[src/hdl/vpcc_pkg.sv]
package vpcc_pkg;

	localparam int unsigned MaxQueuesDefault = 8;
	localparam logic [15:0] NoVec = 16'hffff;
	localparam logic [7:0] StDriverOk = 8'h04;
	localparam logic [7:0] StFeaturesOk = 8'h08;
	localparam logic [7:0] StNeedsReset = 8'h40;
	localparam logic [7:0] StMask = 8'hcf;

	localparam logic [63:0] DevFeaturesReset = 64'd1104611901440;
	localparam logic [3:0] QueueCountReset = 4'd1;
	localparam logic [15:0] QueueSizeLimitReset = 16'd256;

	// configuration register indexes
	localparam logic [1:0] CfgDevFeatures = 2'd0;
	localparam logic [1:0] CfgQueueCount = 2'd1;
	localparam logic [1:0] CfgQueueSizeLimit = 2'd2;
	localparam logic [1:0] CfgMsiMode = 2'd3;

	// item modes
	localparam logic [1:0] ModeRead = 2'd0;
	localparam logic [1:0] ModeWrite = 2'd1;
	localparam logic [1:0] ModeQueueDone = 2'd2;
	localparam logic [1:0] ModeCfgChange = 2'd3;

	// window bases
	localparam logic [13:0] NotifyBase = 14'h1000;
	localparam logic [13:0] IsrBase = 14'h2000;
	localparam logic [13:0] DevCfgBase = 14'h3000;

	// common window offsets
	localparam logic [13:0] OffDevFeatSel = 14'h00;
	localparam logic [13:0] OffDevFeat = 14'h04;
	localparam logic [13:0] OffDrvFeatSel = 14'h08;
	localparam logic [13:0] OffDrvFeat = 14'h0c;
	localparam logic [13:0] OffCfgVector = 14'h10;
	localparam logic [13:0] OffNumQueues = 14'h12;
	localparam logic [13:0] OffStatus = 14'h14;
	localparam logic [13:0] OffGeneration = 14'h15;
	localparam logic [13:0] OffQueueSel = 14'h16;
	localparam logic [13:0] OffQueueSize = 14'h18;
	localparam logic [13:0] OffQueueVector = 14'h1a;
	localparam logic [13:0] OffQueueEnable = 14'h1c;
	localparam logic [13:0] OffNotifyOff = 14'h1e;
	localparam logic [13:0] OffDescLo = 14'h20;
	localparam logic [13:0] OffDescHi = 14'h24;
	localparam logic [13:0] OffDrvLo = 14'h28;
	localparam logic [13:0] OffDrvHi = 14'h2c;
	localparam logic [13:0] OffDevLo = 14'h30;
	localparam logic [13:0] OffDevHi = 14'h34;
	localparam logic [13:0] OffNotifyData = 14'h38;
	localparam logic [13:0] OffQueueReset = 14'h3a;

	typedef struct packed {
		logic [1:0]  mode;
		logic [13:0] offset;
		logic [63:0] write_data;
		logic [15:0] queue_id;
		logic        backend_ok;
	} item_t;

	typedef struct packed {
		logic [63:0] read_data;
		logic        resp_status;
		logic        irq_assert;
		logic        irq_deassert;
		logic [15:0] irq_vector;
		logic        notify_fire;
		logic [15:0] notify_queue;
	} result_t;

	typedef struct packed {
		logic [63:0] device_features;
		logic [3:0]  queue_count;
		logic [15:0] queue_size_limit;
		logic        msi_mode;
	} cfg_t;

endpackage

[src/hdl/virtio_pci_common_config_regs.sv]
// channel  | direction | handshake              | payload
// s_axis   | in        | s_axis_tvalid/tready   | tdata: offset, write_data, queue_id,
//          |           |                        |        backend_ok; tuser: mode
// m_axis   | out       | m_axis_tvalid/tready   | tdata: read_data, resp_status, irq_assert, irq_deassert,
//          |           |                        |        irq_vector, notify_fire, notify_queue
// cfg      | in        | cfg_valid/cfg_ready    | cfg_index, cfg_data
// One item per cycle: decode, state update and result are done in the cycle the item
// is taken; the result sits in the output register from the next cycle.
// The output register holds under back-pressure; a new item is taken whenever it is
// empty or being drained in the same cycle.
// Reset puts all state and queue entries at their reset values at once (not out_q); no clearing pass.
module virtio_pci_common_config_regs #(
	parameter int unsigned MAX_QUEUES = vpcc_pkg::MaxQueuesDefault
) (
	input  logic         clk,
	input  logic         arst_n,
	input  logic         s_axis_tvalid,
	output logic         s_axis_tready,
	input  logic [95:0]  s_axis_tdata,  // offset[13:0], write_data[77:14], queue_id[93:78],
	                                    // backend_ok[94]
	input  logic [1:0]   s_axis_tuser,  // mode
	output logic         m_axis_tvalid,
	input  logic         m_axis_tready,
	output logic [103:0] m_axis_tdata,  // read_data, resp_status, irq_assert, irq_deassert,
	                                    // irq_vector, notify_fire, notify_queue (bits 0..99)
	input  logic         cfg_valid,
	output logic         cfg_ready,
	input  logic [1:0]   cfg_index,
	input  logic [63:0]  cfg_data
);
	import vpcc_pkg::*;

	item_t   item;
	result_t res;
	cfg_t    cfg;
	logic    go;
	logic    out_valid_q;
	result_t out_q;

	assign item.offset = s_axis_tdata[13:0];
	assign item.write_data = s_axis_tdata[77:14];
	assign item.queue_id = s_axis_tdata[93:78];
	assign item.backend_ok = s_axis_tdata[94];
	assign item.mode = s_axis_tuser;

	assign s_axis_tready = !out_valid_q || m_axis_tready;
	assign go = s_axis_tvalid && s_axis_tready;
	assign cfg_ready = 1'b1;

	vpcc_cfg u_cfg (
		.clk(clk), .arst_n(arst_n), .wvalid(cfg_valid), .windex(cfg_index),
		.wdata(cfg_data), .cfg(cfg)
	);

	vpcc_core #(.MAX_QUEUES(MAX_QUEUES)) u_core (
		.clk(clk), .arst_n(arst_n), .go(go), .item(item), .cfg(cfg), .res(res)
	);

	always_ff @(posedge clk or negedge arst_n) begin
		if (!arst_n) begin
			out_valid_q <= 1'b0;
		end else if (go) begin
			out_valid_q <= 1'b1;
		end else if (m_axis_tready) begin
			out_valid_q <= 1'b0;
		end
	end

	always_ff @(posedge clk) begin
		if (go) out_q <= res;
	end

	assign m_axis_tvalid = out_valid_q;
	assign m_axis_tdata = {3'd0, out_q.notify_queue, out_q.notify_fire, out_q.irq_vector,
		out_q.irq_deassert, out_q.irq_assert, out_q.resp_status, out_q.read_data};

	a_hold: assert property (@(posedge clk) disable iff (!arst_n)
		m_axis_tvalid && !m_axis_tready |=> m_axis_tvalid && $stable(m_axis_tdata))
		else $error("result dropped under stall");
	a_take: assert property (@(posedge clk) disable iff (!arst_n)
		s_axis_tvalid && s_axis_tready |=> m_axis_tvalid)
		else $error("accepted item gave no result");
	a_irq: assert property (@(posedge clk) disable iff (!arst_n)
		m_axis_tvalid |-> !(out_q.irq_assert && out_q.irq_deassert))
		else $error("raise and lower in one result");
	a_notify: assert property (@(posedge clk) disable iff (!arst_n)
		m_axis_tvalid && !out_q.notify_fire |-> out_q.notify_queue == 16'd0)
		else $error("notify queue without fire");
endmodule

[src/hdl/vpcc_cfg.sv]
module vpcc_cfg (
	input  logic               clk,
	input  logic               arst_n,
	input  logic               wvalid,
	input  logic [1:0]         windex,
	input  logic [63:0]        wdata,
	output vpcc_pkg::cfg_t     cfg
);
	import vpcc_pkg::*;

	cfg_t cfg_q;

	always_ff @(posedge clk or negedge arst_n) begin
		if (!arst_n) begin
			cfg_q.device_features <= DevFeaturesReset;
			cfg_q.queue_count <= QueueCountReset;
			cfg_q.queue_size_limit <= QueueSizeLimitReset;
			cfg_q.msi_mode <= 1'b0;
		end else if (wvalid) begin
			unique case (windex)
				CfgDevFeatures: cfg_q.device_features <= wdata;
				CfgQueueCount: cfg_q.queue_count <= wdata[3:0];
				CfgQueueSizeLimit: cfg_q.queue_size_limit <= wdata[15:0];
				CfgMsiMode: cfg_q.msi_mode <= wdata[0];
				default: ;
			endcase
		end
	end

	assign cfg = cfg_q;
endmodule

[src/hdl/vpcc_core.sv]
module vpcc_core #(
	parameter int unsigned MAX_QUEUES = vpcc_pkg::MaxQueuesDefault
) (
	input  logic                clk,
	input  logic                arst_n,
	input  logic                go,
	input  vpcc_pkg::item_t     item,
	input  vpcc_pkg::cfg_t      cfg,
	output vpcc_pkg::result_t   res
);
	import vpcc_pkg::*;

	localparam int QW = (MAX_QUEUES > 1) ? $clog2(MAX_QUEUES) : 1;

	logic [7:0]  dev_status_q;
	logic        dev_feat_sel_q;
	logic        drv_feat_sel_q;
	logic [63:0] drv_features_q;
	logic [15:0] config_vector_q;
	logic [7:0]  config_gen_q;
	logic [15:0] sel_queue_q;
	logic [1:0]  isr_bits_q;
	logic [31:0] last_notify_q;
	logic [15:0] q_size_q   [MAX_QUEUES];
	logic [15:0] q_vector_q [MAX_QUEUES];
	logic [63:0] q_desc_q   [MAX_QUEUES];
	logic [63:0] q_drv_q    [MAX_QUEUES];
	logic [63:0] q_dev_q    [MAX_QUEUES];
	logic [MAX_QUEUES-1:0] q_en_q;

	function automatic logic qvalid(input logic [15:0] q, input logic [3:0] cnt);
		qvalid = ({12'd0, cnt} > q) && (32'(q) < MAX_QUEUES);
	endfunction

	logic [QW-1:0] s_idx, n_idx, c_idx;
	logic s_v, n_v, c_v;
	logic [13:0] off;
	logic [63:0] d;
	logic [15:0] d16;
	logic [31:0] d32;
	logic ok, ready;
	result_t r;

	// next-state
	logic [7:0]  st_n;
	logic        dfs_n, drfs_n;
	logic [63:0] drf_n;
	logic [15:0] cv_n, sq_n;
	logic [7:0]  gen_n;
	logic [1:0]  isr_n;
	logic [31:0] ln_n;
	logic        clr_en;
	logic        wr_size, wr_vec, wr_en, en_val, qreset;
	logic [2:0]  wr_ring;
	logic        ring_hi;
	logic [15:0] size_val;
	logic [63:0] ring_sel;
	logic [7:0]  sv;

	assign off = item.offset;
	assign d = item.write_data;
	assign d16 = d[15:0];
	assign d32 = d[31:0];
	assign ok = item.backend_ok;
	assign s_idx = sel_queue_q[QW-1:0];
	assign n_idx = d16[QW-1:0];
	assign c_idx = item.queue_id[QW-1:0];
	assign s_v = qvalid(sel_queue_q, cfg.queue_count);
	assign n_v = qvalid(d16, cfg.queue_count);
	assign c_v = qvalid(item.queue_id, cfg.queue_count);
	assign ready = dev_status_q[2];
	assign size_val = (d16 > cfg.queue_size_limit) ? cfg.queue_size_limit : d16;
	assign sv = d[7:0] & StMask;

	always_comb begin
		r = '0;
		r.irq_vector = NoVec;
		st_n = dev_status_q; dfs_n = dev_feat_sel_q; drfs_n = drv_feat_sel_q;
		drf_n = drv_features_q; cv_n = config_vector_q; sq_n = sel_queue_q;
		gen_n = config_gen_q; isr_n = isr_bits_q; ln_n = last_notify_q;
		clr_en = 1'b0; wr_size = 1'b0; wr_vec = 1'b0; wr_en = 1'b0; en_val = 1'b0;
		qreset = 1'b0; wr_ring = 3'b000; ring_hi = off[2];
		ring_sel = 64'd0;
		unique case (off[5:3])
			3'd4: ring_sel = q_desc_q[s_idx];
			3'd5: ring_sel = q_drv_q[s_idx];
			3'd6: ring_sel = q_dev_q[s_idx];
			default: ring_sel = 64'd0;
		endcase
		unique case (item.mode)
			ModeRead: begin
				if (off < NotifyBase) begin
					unique case (off)
						OffDevFeatSel: r.read_data = {63'd0, dev_feat_sel_q};
						OffDevFeat: r.read_data = {32'd0, dev_feat_sel_q ?
							cfg.device_features[63:32] : cfg.device_features[31:0]};
						OffDrvFeatSel: r.read_data = {63'd0, drv_feat_sel_q};
						OffDrvFeat: r.read_data = {32'd0, drv_feat_sel_q ?
							drv_features_q[63:32] : drv_features_q[31:0]};
						OffCfgVector: r.read_data = {48'd0, config_vector_q};
						OffNumQueues: r.read_data = {60'd0, cfg.queue_count};
						OffStatus: r.read_data = {56'd0, dev_status_q};
						OffGeneration: r.read_data = {56'd0, config_gen_q};
						OffQueueSel: r.read_data = {48'd0, sel_queue_q};
						OffQueueSize: r.read_data = s_v ? {48'd0, q_size_q[s_idx]} : 64'd0;
						OffQueueVector: r.read_data = s_v ? {48'd0, q_vector_q[s_idx]} : 64'd0;
						OffQueueEnable: r.read_data = {63'd0, s_v & q_en_q[s_idx]};
						OffNotifyOff, OffNotifyData, OffQueueReset: r.read_data = 64'd0;
						OffDescLo, OffDescHi, OffDrvLo, OffDrvHi, OffDevLo, OffDevHi:
							r.read_data = !s_v ? 64'd0 :
								(ring_hi ? {32'd0, ring_sel[63:32]} : ring_sel);
						default: r.resp_status = 1'b1;
					endcase
				end else if (off < IsrBase) begin
					if (off == NotifyBase) r.read_data = {32'd0, last_notify_q};
					else r.resp_status = 1'b1;
				end else if (off < DevCfgBase) begin
					if (off == IsrBase) begin
						r.read_data = {62'd0, isr_bits_q};
						r.irq_deassert = |isr_bits_q;
						isr_n = 2'b00;
					end else r.resp_status = 1'b1;
				end else r.resp_status = !ok;
			end
			ModeWrite: begin
				if (off < NotifyBase) begin
					unique case (off)
						OffDevFeatSel: dfs_n = |d32;
						OffDrvFeatSel: drfs_n = |d32;
						OffDrvFeat: begin
							if (dev_status_q[3]) st_n = StNeedsReset;
							else if (drv_feat_sel_q) drf_n[63:32] = d32;
							else drf_n[31:0] = d32;
						end
						OffCfgVector: cv_n = d16;
						OffStatus: begin
							if (sv == 8'd0) begin
								clr_en = 1'b1; drf_n = 64'd0; st_n = 8'd0;
							end else begin
								st_n = sv;
								if (sv[3] && !sv[2] &&
									(((drv_features_q & ~cfg.device_features) != 64'd0) || !ok))
									st_n[3] = 1'b0;
							end
						end
						OffQueueSel: sq_n = d16;
						OffQueueSize: wr_size = s_v;
						OffQueueVector: wr_vec = s_v;
						OffQueueEnable: begin
							if (s_v) begin
								wr_en = 1'b1;
								en_val = d16 != 16'd0;
								if (en_val && !q_en_q[s_idx] && !ok) st_n = StNeedsReset;
							end
						end
						OffNotifyOff, OffNotifyData: ;
						OffQueueReset: qreset = (d16 == 16'd1) && s_v && q_en_q[s_idx];
						OffDescLo, OffDescHi, OffDrvLo, OffDrvHi, OffDevLo, OffDevHi: begin
							if (s_v) begin
								unique case (off[5:3])
									3'd4: wr_ring = 3'b001;
									3'd5: wr_ring = 3'b010;
									default: wr_ring = 3'b100;
								endcase
							end
						end
						default: r.resp_status = 1'b1;
					endcase
				end else if (off < IsrBase) begin
					if (off != NotifyBase) r.resp_status = 1'b1;
					else if (ready && n_v && q_en_q[n_idx]) begin
						ln_n = d32;
						r.notify_fire = 1'b1;
						r.notify_queue = d16;
						if (!ok) st_n = StNeedsReset;
					end
				end else if (off < DevCfgBase) begin
					r.resp_status = off != IsrBase;
				end else begin
					if (ok) gen_n = config_gen_q + 8'd1;
					else r.resp_status = 1'b1;
				end
			end
			ModeQueueDone: begin
				if (ready && c_v && q_en_q[c_idx] && ok &&
					(!cfg.msi_mode || q_vector_q[c_idx] != NoVec)) begin
					isr_n[0] = 1'b1;
					r.irq_assert = 1'b1;
					r.irq_vector = q_vector_q[c_idx];
				end
			end
			ModeCfgChange: begin
				if (ready) begin
					isr_n[1] = 1'b1;
					r.irq_assert = 1'b1;
					r.irq_vector = config_vector_q;
				end
			end
			default: ;
		endcase
	end

	always_ff @(posedge clk or negedge arst_n) begin
		if (!arst_n) begin
			dev_status_q <= '0; dev_feat_sel_q <= 1'b0; drv_feat_sel_q <= 1'b0;
			drv_features_q <= '0; config_vector_q <= NoVec; config_gen_q <= '0;
			sel_queue_q <= '0; isr_bits_q <= '0; last_notify_q <= '0; q_en_q <= '0;
			for (int i = 0; i < MAX_QUEUES; i++) begin
				q_size_q[i] <= '0; q_vector_q[i] <= NoVec;
				q_desc_q[i] <= '0; q_drv_q[i] <= '0; q_dev_q[i] <= '0;
			end
		end else if (go) begin
			dev_status_q <= st_n; dev_feat_sel_q <= dfs_n; drv_feat_sel_q <= drfs_n;
			drv_features_q <= drf_n; config_vector_q <= cv_n; config_gen_q <= gen_n;
			sel_queue_q <= sq_n; isr_bits_q <= isr_n; last_notify_q <= ln_n;
			if (clr_en) q_en_q <= '0;
			if (wr_en) q_en_q[s_idx] <= en_val;
			if (wr_size) q_size_q[s_idx] <= size_val;
			if (wr_vec) q_vector_q[s_idx] <= d16;
			if (wr_ring[0]) q_desc_q[s_idx] <= ring_hi ? {d32, q_desc_q[s_idx][31:0]} : d;
			if (wr_ring[1]) q_drv_q[s_idx] <= ring_hi ? {d32, q_drv_q[s_idx][31:0]} : d;
			if (wr_ring[2]) q_dev_q[s_idx] <= ring_hi ? {d32, q_dev_q[s_idx][31:0]} : d;
			if (qreset) begin
				q_en_q[s_idx] <= 1'b0; q_size_q[s_idx] <= '0; q_vector_q[s_idx] <= NoVec;
				q_desc_q[s_idx] <= '0; q_drv_q[s_idx] <= '0; q_dev_q[s_idx] <= '0;
			end
		end
	end

	assign res = r;
endmodule

[config.mk]
export PLATFORM = sky130hd
export DESIGN_NAME = virtio_pci_common_config_regs
export DESIGN_NICKNAME = d
export VERILOG_FILES = /design/src/hdl/vpcc_pkg.sv /design/src/hdl/virtio_pci_common_config_regs.sv /design/src/hdl/vpcc_cfg.sv /design/src/hdl/vpcc_core.sv
export SDC_FILE = /design/constraint.sdc
export NUM_CORES = 2
export LEC_CHECK = 0
export ABC_AREA = 1
export ABC_CLOCK_PERIOD_IN_PS = 7600
export BUFFER_PORTS_ARGS = -buffer_cell sky130_fd_sc_hd__buf_4
export CAP_MARGIN = 20
export CELL_PAD_IN_SITES_DETAIL_PLACEMENT = 1
export CELL_PAD_IN_SITES_GLOBAL_PLACEMENT = 2
export CORE_MARGIN = 5
export CORE_UTILIZATION = 40
export DETAILED_ROUTE_END_ITERATION = 10
export PLACE_DENSITY_LB_ADDON = 0.08
export SLEW_MARGIN = 20
export SYNTH_ARGS = -nofsm -noshare
export SYNTH_HDL_FRONTEND = slang
export SYNTH_SLANG_ARGS = --single-unit
[constraint.sdc]
create_clock -name clk -period 7.6 [get_ports clk]
set_input_delay 0.76 -clock clk [delete_from_list [all_inputs] [get_ports clk]]
set_output_delay 0.76 -clock clk [all_outputs]
set_load 0.05 [all_outputs]
==> flow_summary_export.csv <==
group,metric,value,unit
floorplan,core-area,264000,um2
clock_tree,cts_buffers,263,
yosys,synth_cell_types,51,
sta,slew_viol_final,0,
setup_path,critPathMaxFanout,49,
sta,hold_viol,0,
detailed_routing,dr_wl_met2,236000,um
floorplan,rows,189,
yosys,avgSynthCellArea,7.32,um2
job,maxCapViolCount,0,
detailed_routing,drc,0,
grt,antenna_found_initial,46,
detailed_routing,ant_nets,0,
setup_path,required,8420,ps
grt,grt_pass1_wl,775000,um
setup_path,crit_top_cell,"nand2_1",
detailed_routing,wl_met1,220000,um
yosys,synthArstFlopShare,0.953,
setup_path,cp.buffers_inverters,4,
yosys,netlist_instances,14500,
grt,grt_max_degree,154,
setup_path,r2r_setup_slack,1500,ps
sta,layout_min_cycle_time,6100,ps
sta,worstMarginPinSlew,1250,ps
sta,fin_worst_skew,34.7,ps
floorplan,die_x,525,um
clock_tree,htreeDepth,5,
detailed_routing,num_vias,106000,
place,hpwlAfterDp,344000,um
setup_path,cpPeakStageDelay,860,ps
sta,finalSetupViolCount,0,
yosys,synthFlopType,"dfrtp_1",
grt,overflow,0,
sta,fmax,164,MHz
detailed_routing,vias_per_cell,5.84,
clock_tree,cts_hold_buffers,1,
detailed_routing,wire_per_inst,29.8,um
floorplan,die_h,525,um
yosys,yosysWarnings,0,
clock_tree,cts-root-buf,"clkbuf_16",
detailed_routing,drtPass1Iterations,6,
sta,grt_setup_unrepaired,"false",
yosys,yosys_register_bits,2132,
setup_path,cp_slowest_cell,"dfrtp_4",
setup_path,cp_top_family,"simple AND/OR/NAND/NOR gates",
clock_tree,insertion_delay,900,ps
final_layout,drive_above_1_share,0.0865,
pwr,power.density,220,nW/um2
setup_path,crit_type,"reg -> reg",
clock_tree,cts.clk_slew.worst_paths,60,ps
setup_path,r2r_start,"u_core.sel_queue_q[1]",
place,gp_congestion,0.954,
clock_tree,post_cts_resized,0,
final_layout,most-common-layout-cells,"nand2_1 (6922), dfrtp_1 (1878), o21ai_0 (1361), inv_1 (764), nand3_1 (610)",
setup_path,rr_worst_depth,15,
detailed_routing,met3_length,45700,um
floorplan,design.die.area,275000,um2
hold_path,holdCritStartpoint,"cfg_data[28]",
setup_path,cp-start-kind,"flop",
pwr,ir_drop,159,uV
yosys,ys_seq_area_frac,0.510,
setup_path,path_cells,"inv_8, ha_1, inv_1, nor2_1, o21bai_1, nand2_1, nand3_1, nor2_4, nand2_4, inv_2, nand2_1, nand2_2, buf_4, o21ai_0, nand2_1",
clock_tree,cts_tree,"yes",
grt,grt_use_total,0.381,
clock_tree,cts_setup_buffers,0,
setup_path,crit_path_end_kind,"flop",
grt,grt_pass1_vias,107000,
detailed_routing,drt_iter0_drc,11100,
yosys,syn-cell-area,106000,um2
clock_tree,cts.sink_count,2132,
sta,slew_headroom,0.163,
detailed_routing,totalWireLength,541000,um
final_layout,fin_nets,14600,
clock_tree,clk_path_buf_depth,4,
place,dp_slack,1740,ps
pwr,leakage,62.6,nW
setup_path,arrival,6920,ps
hold_path,worstHoldEndpoint,"u_cfg.cfg[49]",
yosys,synth_edf_count,100,
sta,tns,0,ps
hold_path,holdPathStages,2,
hold_path,min_path_type,"in -> reg",
final_layout,final_common_cell,"nand2_1",
run_status,status,"finished, final reports clean",
sta,setup_slack,1500,ps
final_layout,areaGrowthSynthToFinish,13.5,%
setup_path,crit_start,"u_core.sel_queue_q[1]",
sta,min_period_over_period,0.803,
place,numPortBuffers,269,
floorplan,io_pins,276,
detailed_routing,highest_layer,"met5",
floorplan,start_util,0.401,
[stage by stage]
stage	std cells	power (W)	area (um2)	hold slack, ps	utilization
after global routing	18100	0.0272	120000	77.8	0.455
after CTS	18100	0.0265	120000	50.8	0.454
after detailed placement	17700	0.0142	112000	458	0.424
after floorplan	14500	0.0130	106000	441	-
after global placement	17700	0.0141	112000	453	0.423
final	18100	0.0264	120000	102	0.455
[Yosys cell counts, drive strengths merged (3+ instances only)]
master  instances  area, um2
nor3           52        332
ha             29        363
o22ai         132        826
o31ai           5       37.5
or2            22        138
clkinv         12       45.0
nand4         140        876
nand3         619       3120
edfxtp        100       3000
nand3b         14        105
xor2            6       52.6
dfrtp        1882      47100
mux2i           8       80.1
a221oi          3       26.3
inv           788       2960
nor2          544       2090
a22oi          54        405
o21a            3       22.5
buf           225       1040
nand2        6962      26200
o211ai         52        390
dfstp         150       3940
a21oi         471       2370
nor4           21        131
o221ai         15        131
o21ai        1411       7060
mux2           29        327
clkbuf        693       2600
a31oi          21        131
[report_power, final]
part / total, W / leakage (nW) / internal [W] / switching, W
logic: 0.00210 / 30.7 / 0.000446 / 0.00165
clock network: 0.0123 / 3.99 / 0.00712 / 0.00523
registers: 0.0120 / 27.9 / 0.0117 / 0.000211
[cells by family after synthesis]
family | Yosys count | share of synthesized area
AO/OA/AOI/OAI | 2174 | 0.108
XOR/XNOR | 7 | 0.000578
adder cells (fa/ha/maj) | 29 | 0.00342
buffers and inverters | 1718 | 0.0627
flip-flops | 2132 | 0.510
multiplexers | 37 | 0.00384
other | 2 | 0.0000709
AND/OR/NAND/NOR | 8376 | 0.311
[cell type report]
cell class                      instances  area [um2]
Fill cell                           32800      144000
Sequential cell                      2132       54100
Multi-Input combinational cell      10600       45800
Clock buffer                          408        7770
Timing Repair Buffer                  551        4690
Tap cell                             3533        4420
Inverter                              800        3040
Clock inverter                         51         375
Antenna cell                           26        65.1
[worst reg2reg max path: cells and delay by family (launching register included)]
kind                       cells  cell delay (ps)
AOI/OAI and AO/OA              2              300
adders and majority gates      1              430
buffers and inverters          4             1610
DFF                            1              860
and+or+nand+nor                8             2830
[metal layers]
layer	track usage	vias to the layer above
li1	-	45700
met1	0.498	54300
met2	0.578	4671
met3	0.0826	1205
met4	0.235	26
met5	0	-
[worst max-delay path by stage]
stage                 endpoint  slack [ps]  depth (start not counted)
6_report                  flop        1500                         15
3_5_place_dp              flop        1740                         15
3_3_place_gp              flop        1650                         14
4_1_cts                   flop        1730                         15
2_1_floorplan  m_axis_tdata[0]        1920                          7
5_1_grt                   flop        1490                         15
Note: power is estimated with default switching activity, not from simulation.
